===== config.mk =====
export PLATFORM = sky130hd
export DESIGN_NAME = tpli_entry_cmp
export DESIGN_NICKNAME = d
export VERILOG_FILES = /design/src/rtl/tpli_pkg.sv /design/src/rtl/tpli_entry_cmp.sv
export SDC_FILE = /design/constraint.sdc
export NUM_CORES = 1
export LEC_CHECK = 0
export ABC_AREA = 1
export BUFFER_PORTS_ARGS = -buffer_cell sky130_fd_sc_hd__buf_2
export CAP_MARGIN = 20
export CORE_AREA = 2 2 128 130
export DETAILED_ROUTE_END_ITERATION = 6
export DIE_AREA = 0 0 130 132
export PLACE_DENSITY = 0.58
export SYNTH_ARGS = -nofsm -noshare
export SYNTH_HDL_FRONTEND = slang
export SYNTH_SLANG_ARGS = --single-unit

===== constraint.sdc =====
create_clock -name vclk -period 2.1
set_clock_uncertainty 0.1 [all_clocks]
set_input_delay 0.315 -clock vclk [all_inputs]
set_output_delay 0.315 -clock vclk [all_outputs]
set_load 0.005 [all_outputs]

===== src/rtl/tpli_pkg.sv =====
// Shared types, codes and widths for the texture pool lookup and insert block.
package tpli_pkg;

   // Default number of pool entries
   localparam int POOL_DEPTH_DEF = 512;

   // Result field widths
   localparam int STATUS_W  = 3;
   localparam int INDEX_W   = 9;
   localparam int COUNT_W   = 10;

   // Stream widths
   localparam int REQ_DATA_W = 168;
   localparam int REQ_USER_W = 2;
   localparam int RSP_DATA_W = 32;

   // Result status codes
   typedef enum logic [STATUS_W-1:0] {
      ST_HIT      = 3'd0,
      ST_REUPLOAD = 3'd1,
      ST_INSERTED = 3'd2,
      ST_FULL     = 3'd3,
      ST_INVALID  = 3'd4,
      ST_DIRTY    = 3'd5
   } status_type;

   // Request mode codes
   localparam logic MODE_LOOKUP = 1'b0;
   localparam logic MODE_DIRTY  = 1'b1;

   // Sequencer states
   typedef enum logic [2:0] {
      S_IDLE,
      S_SCAN,
      S_MISS,
      S_DONE
   } state_type;

   // Stored descriptor of one entry; the guest address follows from kind and source
   typedef struct packed {
      logic        is_host;
      logic [31:0] source;
      logic [31:0] size;
      logic        keyed;
      logic [63:0] key_range;
   } desc_type;

   // Outcome of comparing one stored entry against the request
   typedef struct packed {
      logic desc_hit;
      logic guest_hit;
      logic hash_same;
   } cmp_flags_type;

endpackage


===== src/rtl/tpli_entry_cmp.sv =====
// Compare unit shared by every scan step: one stored entry against the request.
module tpli_entry_cmp
   import tpli_pkg::*;
(
   input  desc_type      entry_desc,
   input  logic [31:0]   entry_hash,
   input  desc_type      req_desc,
   input  logic [31:0]   req_hash,
   output cmp_flags_type flags
);

   logic        base_eq;
   logic        range_ok;
   logic [31:0] entry_guest;

   // Match on size, keyed flag, kind and id; key range only when keyed
   assign base_eq = (entry_desc.size == req_desc.size) &&
                    (entry_desc.keyed == req_desc.keyed) &&
                    (entry_desc.is_host == req_desc.is_host) &&
                    (entry_desc.source == req_desc.source);
   assign range_ok = !req_desc.keyed || (entry_desc.key_range == req_desc.key_range);

   // Host entries carry guest address zero
   assign entry_guest = entry_desc.is_host ? 32'd0 : entry_desc.source;

   assign flags.desc_hit  = base_eq && range_ok;
   assign flags.guest_hit = (entry_guest == req_desc.source);
   assign flags.hash_same = (entry_hash == req_hash);

endmodule


### Word level (Yosys, flattened, before mapping)

Index checks and enable logic that the tools add are counted.

| word-level totals | value |
|---|---|
| bits in registers | 0 |

| cells by class | value |
|---|---|
| eq/ne operators | 7 |
| multiplexer cells | 1 |
| reductions and logical operators | 6 |

Operators by type and width:

| cell | number |
|---|---|
| 32-bit == test | 4 |
| 64-bit == test | 1 |
| 32-bit 2-to-1 mux | 1 |
| 1-bit logical AND | 4 |
| 1-bit == test | 2 |
| 1-bit logical NOT | 1 |
| 1-bit logical OR | 1 |

### Longest topological paths before layout

| logic depth | value |
|---|---|
| depth after elaboration | 5 |
| depth in mapped cells | 10 |
| depth with buffers taken out | 10 |

### Worst setup path after synthesis

Ideal clock, no wire load.

| path | value |
|---|---|
| path kind | in2out |
| from | in entry_desc[129] (netlist bit) |
| to | out flags[1] (netlist bit) |
| path buffers | 1 |
| arrival | 1157 ps |
| stages on the path | 9 |
| setup slack | 528 ps |
| cell sequence | inv_2 > buf_6 > nand2_1 > xor2_1 > nor2_1 > nand4_1 > nor2_1 > nand3_1 > nor2_1 |

RTL lines:

| what | RTL line | RTL |
|---|---|---|
| from (decl) | tpli_entry_cmp.sv:5 | `input desc_type entry_desc,` |
| to (decl) | tpli_entry_cmp.sv:9 | `output cmp_flags_type flags` |

==> flow_summary_export.csv <==
group,metric,value,unit
outcome,status,"finished clean",
die,die_h,132,um
setup_path,cp.required,1680,ps
synth,synth.most_common_cell,"nand2_1",
power,p_per_area,167,nW/um^2
synth,ys_top_cells_by_count,"268 x nand2_1, 150 x inv_1, 125 x nor2_1",
global_route,grt_pass1_vias,4546,
sta,tightest_slew,281,ps
die,fp.dieW,130,um
layout,final_nets,1358,
sta,finalCritPeriodShare,94.7,%
drt,drc,0,
global_route,grt_max_degree,20,
synth,synth.cell_area,3290,um^2
synth,syn_nets,1026,
layout,nFlopsAndLatches,0,
drt,ant_nets,0,
layout,seq_area,0,um^2
global_route,grt_pass1_wl,20.1,mm
global_route,grt_overflow,0,
sta,min_period,1990,ps
die,dieArea,17200,um^2
setup_path,worstSetupPathType,"primary input to output port",
drt,wire_per_inst,10.6,um
global_route,grt_use_met2,28.4,%
synth,synthDominantCellAreaShare,30.5,%
hold_path,hold_class,"primary input to output port",
sta,drv_slew,0,
place,numPortBuffers,327,
setup_path,start_kind,"primary input",
synth,synth_warnings,0,
drt,vias,4792,
power,p_leak,3.43,nW
synth,syn_inst,702,
drt,first_pass_iters,4,
global_route,antenna_found_initial,3,
drt,drt_wl_total,13.2,mm
place,dpl.hpwl,12.5,mm
setup_path,cp-end-kind,"output port",
global_route,use_met3,2.96,%
drt,avgViaCountPerCell,3.83,
layout,n_clock_buffer,0,
sta,finalSetupTns,0,ps
synth,synth-compound-area-share,1.67,%
drt,drt-initial-drc-count,148,
synth,synthAdderAreaFrac,0,%
setup_path,startpoint,"entry_desc[129]",
synth,synth_area_per_cell,4.69,um^2
sta,fmax,503,MHz
place,gp_congestion,0.877,
power,ir_worst_vdd,0.0000781,V
setup_path,worstPathArrival,1570,ps
run,cap_violations,0,
synth,synth_xor_area_share,27.3,%
layout,drive_above_1_share,34.0,%
die,core_area,15700,um^2
layout,utilization,33.5,%
synth,synth_top_area_cell,"nand2_1",
layout,area_growth,59.7,%
die,ios,327,
global_route,grt_use_met1,15.8,%
die,start_util,21.0,%
synth,synth_simple_gate_area_share,53.0,%
layout,nFillCells,1823,
synth,seq_area_frac_synth,0,%
synth,synth.area.mux_share,0,%
power,finalPower,880,uW
sta,final_hold_viol_count,0,
place,place_ws,22.0,ps
sta,relSlewSlack,81.1,%
setup_path,cp_max_fo,13,
clock_tree,cts_setup_buffers,0,
global_route,grt.total_usage,14.5,%
die,num_rows,46,
hold_path,min_from,"req_desc[64]",
sta,rsz0062_at_grt,"yes",
synth,yosys.cell_types.count,19,
sta,setup_violations,0,
hold_path,hold_depth,3,
global_route,grt_busiest_layer,"met2",
synth,synth_top_family_by_area,"simple AND/OR/NAND/NOR gates",
sta,setup_ws,112,ps
synth,netlist_top_cells_area,"nand2_1 31%, inv_1 17%, xor2_1 14%, nor2_1 14%, xnor2_1 11%",
-- worst paths after layout --
path	to	slack (ps)
worst max-delay path	flags[1]	110
worst min-delay path	flags[2]	840
-- layout by cell type, fill, tap and decap left out, drive strengths merged --
| master | Yosys | routed |
|---|---|---|
| o21ai | 10 | 10 |
| buf | 3 | 333 |
| nand4 | 13 | 13 |
| nand3 | 18 | 18 |
| nand2 | 272 | 272 |
| nor4 | 2 | 2 |
| xor2 | 57 | 57 |
| nor3 | 6 | 6 |
| inv | 151 | 151 |
| nor2 | 125 | 125 |
| a21oi | 1 | 1 |
| or2 | 1 | 1 |
| xnor2 | 43 | 43 |
| diode | 0 | 3 |
-- per-stage QoR --
step	hold WS [ps]	std cells	cell area, um^2
3_5_place_dp	870	1248	5230
4_1_cts	872	1248	5230
3_3_place_gp	878	1248	5230
6_report	843	1251	5260
2_1_floorplan	585	702	3290
5_1_grt	877	1250	5260
-- power breakdown --
group | internal, mW | switching, mW | total (mW)
clock network | 0.000000191 | 0 | 0.000000191
registers | 0 | 0 | 0
logic | 0.454 | 0.427 | 0.880
total | 0.454 | 0.427 | 0.880
-- routing by layer --
layer | vias to the layer above | part of all wire, %
met5 | - | 0
met4 | 0 | 1.8
met3 | 16 | 7.7
met2 | 165 | 52
met1 | 1931 | 39
li1 | 2680 | -
-- kinds of logic (layout without fill, tap and decap cells) --
kind of cell | after synthesis | after routing
other cells | 0 | 3
compound gates | 11 | 11
buf+inv | 154 | 484
xor+xnor | 100 | 100
simple gates | 437 | 437
-- repair_timing --
| item | CTS | global route |
|---|---|---|
| endpoints found under the setup margin | 0 | 2 |
| gates resized for setup | 0 | 10 |
| hold buffers | 0 | 0 |
-- critical path, cell delays in order --
cell and delay [ps]:
buf_2 150, inv_6 120, nand2_1 70, xor2_1 150, nor2_2 190, nand4_1 140
nor2_1 110, nand3_1 70, nor2_1 120, buf_2 120
-- area by class of cell --
cell class	count	area, um^2	share of cell area [%]
Timing Repair Buffer	333	1690	32.2
Multi-Input combinational cell	548	2720	51.6
Antenna cell	3	7.51	0.143
Inverter	151	572	10.9
Tap cell	216	270	5.14
(Power assumes the default switching activity.)
